## config.mk

```make
export PLATFORM = sky130hd
export DESIGN_NAME = lit_muldiv
export DESIGN_NICKNAME = d
export VERILOG_FILES = /design/src/lit_pkg.sv /design/src/lit_muldiv.sv
export SDC_FILE = /design/constraint.sdc
export NUM_CORES = 2
export LEC_CHECK = 0
export BUFFER_PORTS_ARGS = -buffer_cell sky130_fd_sc_hd__buf_2
export CAP_MARGIN = 20
export CORE_UTILIZATION = 66
export CTS_CLUSTER_DIAMETER = 80
export CTS_CLUSTER_SIZE = 12
export DETAILED_ROUTE_END_ITERATION = 16
export PLACE_DENSITY = 0.88
export RECOVER_POWER = 25
export REMOVE_ABC_BUFFERS = 1
export SLEW_MARGIN = 20
export SYNTH_ARGS = -nofsm -noshare
export SYNTH_HDL_FRONTEND = slang
export SYNTH_SLANG_ARGS = --single-unit
```

## constraint.sdc

```tcl
create_clock -name i_clk -period 10.5 [get_ports i_clk]
set_clock_uncertainty 0.2 [all_clocks]
set_input_delay 1.05 -clock i_clk [delete_from_list [all_inputs] [get_ports i_clk]]
set_output_delay 1.05 -clock i_clk [all_outputs]
set_load 0.1 [all_outputs]
```

## src/lit_pkg.sv

```systemverilog
// ----------------------------------------------------------------------------
// lit_pkg
// Shared constants and types of the linear interpolation table lookup unit.
// ----------------------------------------------------------------------------
package lit_pkg;

    localparam int TABLE_DEPTH_DEF = 256;

    typedef enum logic [1:0] {
        KIND_CLEAR  = 2'd0,
        KIND_APPEND = 2'd1,
        KIND_QUERY  = 2'd2,
        KIND_NONE   = 2'd3
    } t_kind;

    typedef enum logic [1:0] {
        ST_OK    = 2'd0,
        ST_FEW   = 2'd1,
        ST_ZERO  = 2'd2,
        ST_UNUSED = 2'd3
    } t_status;

    // Start request and operands toward the multiply-divide unit.
    typedef struct packed {
        logic        start;
        logic [32:0] a;
        logic [32:0] b;
        logic [32:0] d;
    } t_md_req;

endpackage

```

## src/lit_muldiv.sv

```systemverilog
// ----------------------------------------------------------------------------
// lit_muldiv
// Computes min(a * b / d, 2^34) on magnitudes, with one 33x33 multiply and a
// restoring divider that retires one quotient bit per cycle.
// ----------------------------------------------------------------------------
module lit_muldiv (
    input  logic            i_clk,
    input  logic            i_rst_n,
    input  lit_pkg::t_md_req i_req,
    output logic            o_done,
    output logic [34:0]     o_quo
);

    logic [65:0] r_prod;
    logic [32:0] r_d;
    logic [34:0] r_rem;
    logic [34:0] r_quo;
    logic        r_over;
    logic [6:0]  r_cnt;
    logic        r_busy;
    logic        r_mul;
    logic        r_done;

    logic [34:0] n_shift;
    logic        n_ge;
    logic [34:0] n_rem;

    always_comb begin
        n_shift = {r_rem[33:0], r_prod[65]};
        n_ge    = n_shift >= {2'b0, r_d};
        n_rem   = n_ge ? n_shift - {2'b0, r_d} : n_shift;
    end

    always_ff @(posedge i_clk) begin
        if (!i_rst_n) begin
            r_busy <= 1'b0;
            r_mul  <= 1'b0;
            r_done <= 1'b0;
        end else begin
            r_done <= 1'b0;
            if (i_req.start) begin
                r_prod <= {33'd0, i_req.a} * {33'd0, i_req.b};
                r_d    <= i_req.d;
                r_rem  <= '0;
                r_quo  <= '0;
                r_over <= 1'b0;
                r_cnt  <= 7'd66;
                r_mul  <= 1'b1;
                r_busy <= 1'b1;
            end else if (r_mul) begin
                r_mul <= 1'b0;
            end else if (r_busy) begin
                r_rem  <= n_rem;
                r_prod <= {r_prod[64:0], 1'b0};
                r_cnt  <= r_cnt - 7'd1;
                if (r_cnt > 7'd35) begin
                    if (n_ge) begin
                        r_over <= 1'b1;
                    end
                end else begin
                    r_quo <= {r_quo[33:0], n_ge};
                end
                if (r_cnt == 7'd1) begin
                    r_busy <= 1'b0;
                    r_done <= 1'b1;
                end
            end
        end
    end

    assign o_done = r_done;
    assign o_quo  = (r_over || r_quo > 35'h4_0000_0000) ? 35'h4_0000_0000 : r_quo;

endmodule

```

After elaboration in Yosys (flattened, before gate mapping)
Index checks and enable logic that the tools add are counted.

Add/subtract/negate cells: 2. Multipliers: 1. $lt $le $gt $ge: 3. Equal/unequal tests: 3. Muxes and demuxes: 22. Bitwise operators: 2. Reduce and logical (&&, ||, !) cells: 9.

Operator list (count): 2-to-1 mux 66 bit (3); 2-to-1 mux 35 bit (4); 2-to-1 mux 34 bit (3); multiplier 33 x 33 -> 66 bit (1); >= comparator 35 x 33 -> 1 bit (1); > comparator 35 bit, second input constant (1); subtractor 34 x 33 -> 34 bit (1); 2-to-1 mux 7 bit (2); 2-to-1 mux 1 bit (10); equality test 7 x 1 -> 1 bit, second input constant (1); > comparator 7 x 6 -> 1 bit, second input constant (1); subtractor 7 x 1 -> 7 bit, second input constant (1); nonzero test 2 bit (3); AND reduction 5 bit (1); != test 2 bit, second input constant (2); AND reduction 4 bit (1); OR reduction 4 bit (1); AND reduction 3 bit (1); NOT 1 bit (2); AND reduction 2 bit (1); logical OR 1 bit (1).

Register bits: 179. Bits of input ports: 102. Output and inout bits: 36. Word-level logic and storage cells: 51.

Longest topological paths before layout
Depth in word-level cells: 5. Gate-level depth with buffers: 29. Gate-level depth less buffers: 27.

Worst setup path before layout
OpenSTA, ideal clock, no wires.

Kind: input-to-reg. Start point: in i_req[33] (netlist name). End point: reg r_prod[64] (data pin). Library setup time: 260 ps. Arrival time: 8023 ps. Required time: 10040 ps. Setup slack: 2017 ps. Stages on the path: 29. Buffers on the path: 2. Cells stage by stage: clkbuf_1 > and2_1 > fa_1 > inv_1 > fa_1 > inv_1 > fa_1 > inv_1 > fa_1 > inv_1 > fa_1 > inv_1 > fa_1 > inv_1 > fa_1 > inv_1 > fa_1 > inv_1 > ha_1 > buf_2 > and3_1 > nand3_1 > or3_4 > o211ai_4 > a21oi_4 > o2111a_1 > o41ai_2 > xor2_1 > mux2_2.

Word-level cells in the longest chain between the ends: 2.

RTL lines: start, declared (RTL line lit_muldiv.sv:9) `input lit_pkg::t_md_req i_req,`; multiplier 33 x 33 -> 66 bit (RTL line lit_muldiv.sv:42) `r_prod <= {33'd0, i_req.a} * {33'd0, i_req.b};`; 2-to-1 mux 66 bit (RTL line lit_muldiv.sv:41) `if (i_req.start) begin`; end signal, assigned (RTL line lit_muldiv.sv:42); end signal, assigned (RTL line lit_muldiv.sv:54) `r_prod <= {r_prod[64:0], 1'b0};`; end, declared (RTL line lit_muldiv.sv:14) `logic [65:0] r_prod;`.

No other way between the ends. A chain may end at the register's enable or synchronous reset.

Final worst setup path
Start point: in i_req[81] (netlist name). End point: reg r_prod[58] (data pin).

Same word-level chain as after synthesis.

==> implementation parameters <==
Parameter                              Value

Run status
  Result of the run    finished with violations
  Violated checks    max-capacitance violations, max-slew violations

Global routing
  Overall fraction of global-route tracks in use    33.0%
  Vias in the first global route    36.9k
  Pin count of the biggest net entering global routing    82
  Total overflow reported by the global router    0
  Initial antenna violation count    2
  First-pass GRT wire length    182000 µm

Layout
  Layout Area Growth over Synthesis    3.54%
  Area used by multi-input combinational logic    34300 µm²
  Number of nets in the finished design    6072
  FF+latch area    5350 µm²
  Share of cells above drive strength 1    5.65%
  Layout Cell Area excl Fill    46300 µm²
  Fill cell total of the finished layout    4774

Detailed routing
  Total routed wirelength    107000 µm
  Final antenna-violating net count    0
  First drt pass iteration count    8
  Initial DRC Count    2501
  Total vias in the final route    32.8k
  Average wire length per cell after detail routing    19.2 µm
  Total DRC errors in the routed layout    0
  Number of vias per cell after detailed routing    5.86

Synthesis
  Mapped cell area    44800 µm²
  Flop and latch count out of synthesis    179
  Share of synthesized area occupied by flip-flops and latches    11.9%
  Mean cell area of the mapped netlist    9.34 µm²
  Async set or reset register ratio after synthesis    0%
  Number of flops mapped to enable cells by yosys    176
  Yosys warning count    0
  Yosys cell types    69
  Instance count of the mapped netlist    4795
  Post-synth top flop    sky130_fd_sc_hd__edfxtp_1

Setup path
  Reg2reg end    r_rem[8]
  Cell-by-cell listing of the critical path    buf_2 > and2_1 > fa_1 > fa_1 > fa_1 > inv_1 > fa_1 > inv_1 > fa_1 > fa_1 > fa_1 > inv_1 > fa_1 > inv_1 > ha_1 > a21oi_1 > o21ai_0 > o21ai_0 > o2111ai_1 > a311oi_2 > nor2_2 > a21oi_2 > xnor2_1 > mux2_2
  Launch instance of the worst register-to-register path    r_rem[2]
  Data required time of the worst path    10.50 ns
  Worst endpoint data arrival time    8.94 ns
  Origin of the worst setup path    i_req[81]
  Highest cell delay on the worst timing path    0.64 ns
  Critical path start-end classification    input port to register
  Slowest cell on crit path    sky130_fd_sc_hd__buf_2
  Cells on worst reg2reg path    11
  Nature of the critical path startpoint    input port
  Cell seen most often among critical-path stages    sky130_fd_sc_hd__fa_1
  Internal reg-to-reg setup slack    6.37 ns
  Worst Path Max Fanout    33
  Crit path capture type    register

Clock tree
  Number of post-CTS setup repair buffers    0
  CTS HTree Levels    4
  Maximum buffer depth of the clock tree    2
  Number of CTS-inserted buffers    17
  Number of buffers inserted for hold repair after clock tree synthesis    0
  Clock Pin Slew Worst Setup and Hold Paths    0.07 ns
  CTS Root Cell    sky130_fd_sc_hd__clkbuf_16
  Insertion delay of the later-clocked pin in the worst-skew pair    0.45 ns
  Clk sinks    179
  Number of gates resized after cts    0
  TritonCTS clock tree    built

Placed design
  Post-place setup slack    1.20 ns
  DP Wirelength    86500 µm
  Cell area after placement    45700 µm²
  Count of input and output buffers    137
  Routability Congestion    0.930

Min path
  End of the worst hold path    o_done
  Worst min-delay path class    register to register
  Min-delay src    r_busy
  Count of cells along the worst hold path    2

Timing
  Setup repair after global routing missed its margin    no
  Final number of hold-violating endpoints    0
  Worst Hold Margin    0.260 ns
  Setup WS post-layout    1.56 ns
  Final Cycle Share    85.2%
  Tightest Pin Transition    2.35 ns
  Setup TNS after final layout    0 ns
  Max frequency    0.112 GHz
  Slew Limit Headroom    -56.7%
  Final period demand of the worst path    8.94 ns
  Final setup violation count    0
  Number of slew-limit violations in the final report    106

Floorplan
  Number of rows in the core area    95
  Number of primary I/O pins    138
  Die Span Y    262 µm
  Core area    67200 µm²
  Horizontal extent of the die    262 µm
  Die area    68900 µm²
  Initial Utilization    66.7%

Flow run
  Max-cap check violation count    3
stage by stage:
stage                     std cells  utilization [%]
after detailed placement       5563             68.1
after floorplan                4533                -
final                          5598             69.0
after CTS                      5595             69.0
after global routing           5598             69.0
after global placement         5563             68.1
flip-flops by register name (all words and copies together) (netlist names):
name    cells
r_busy      1
r_mul       1
o_done      1
r_prod     66
r_d        33
r_rem      34
r_cnt       7
r_over      1
r_quo      35
worst max-delay path by stage:
stage / to / slack (ns) / cells after the start
floorplan: r_prod[64] / 2.19 / 27
global placement: r_prod[58] / 1.32 / 26
detailed placement: r_prod[58] / 1.20 / 26
CTS: r_prod[58] / 1.68 / 24
global route: r_prod[55] / 1.28 / 23
finish: r_prod[58] / 1.56 / 24
cells by family (layout without fill, tap and decap cells):
family,Yosys count,count (layout),share of synthesized area (%)
DFF,179,179,11.9
xor gates and xnor gates,89,89,1.74
buffers and inverters,1366,1294,11.5
AOI/OAI and AO/OA,349,349,5.10
and+or+nand+nor,1473,1473,16.5
other,0,2,0
adders and majority gates,1260,1260,51.3
muxes,79,79,1.93
metal layers:
metal | part of all wire [%] | vias up | GRT usage [%]
met5 | 0 | - | 0
met3 | 7.4 | 478 | 4.09
met2 | 50 | 1683 | 57.2
met4 | 5.9 | 0 | 17.0
li1 | - | 14100 | -
met1 | 36 | 16500 | 40.9
layout by cell type (no fill, tap or decap), drive strengths merged, types with 5 or more instances in the layout:
cell    instances
and2          586
ha            301
a31oi          14
o21bai         22
xor2           24
a211oi         15
mux2i          20
buf           153
a21oi         118
a21o           53
nor2           98
o211ai          7
or3             5
nor3           20
and3           12
o21ai          58
clkbuf         22
inv          1110
nor4           11
mux2           59
nand2         620
o22ai           7
nand3          26
o21a            8
fa            959
nand4          35
edfxtp        176
xnor2          65
nor2b          46
final cells by class:
class                      count  share of cell area, %
sequential                   179                   11.5
multi-input combinational   3250                   74.0
clock buffer                  17                  0.918
antenna                        2                 0.0108
inverter                    1104                   8.94
timing repair buffer         158                   1.84
clock inverter                15                  0.405
tap                          873                   2.36
cell usage after synthesis (all sizes together) (26+ instances only):
cell / instances / area, µm²
mux2: 59 / 664
a21oi: 118 / 606
xnor2: 65 / 569
o21ai: 58 / 290
a21o: 53 / 398
clkbuf: 251 / 942
nand4: 35 / 219
fa: 959 / 19200
ha: 301 / 3770
and2: 586 / 3670
edfxtp: 176 / 5290
nand2: 620 / 2330
nand3: 26 / 130
nor2b: 46 / 288
nor2: 98 / 370
inv: 1104 / 4140
worst max-delay path, delay by kind of cell:
kind	cells	cell delay [ns]
adder cells (fa/ha/maj)	9	4.32
AO/OA/AOI/OAI	6	1.94
XOR/XNOR	1	0.08
buffers and inverters	5	0.88
multiplexers	1	0.26
AND/OR/NAND/NOR	2	0.34
Power is not shown: default switching activity piles up to over one toggle a cycle in this logic, so the estimate is an artifact.
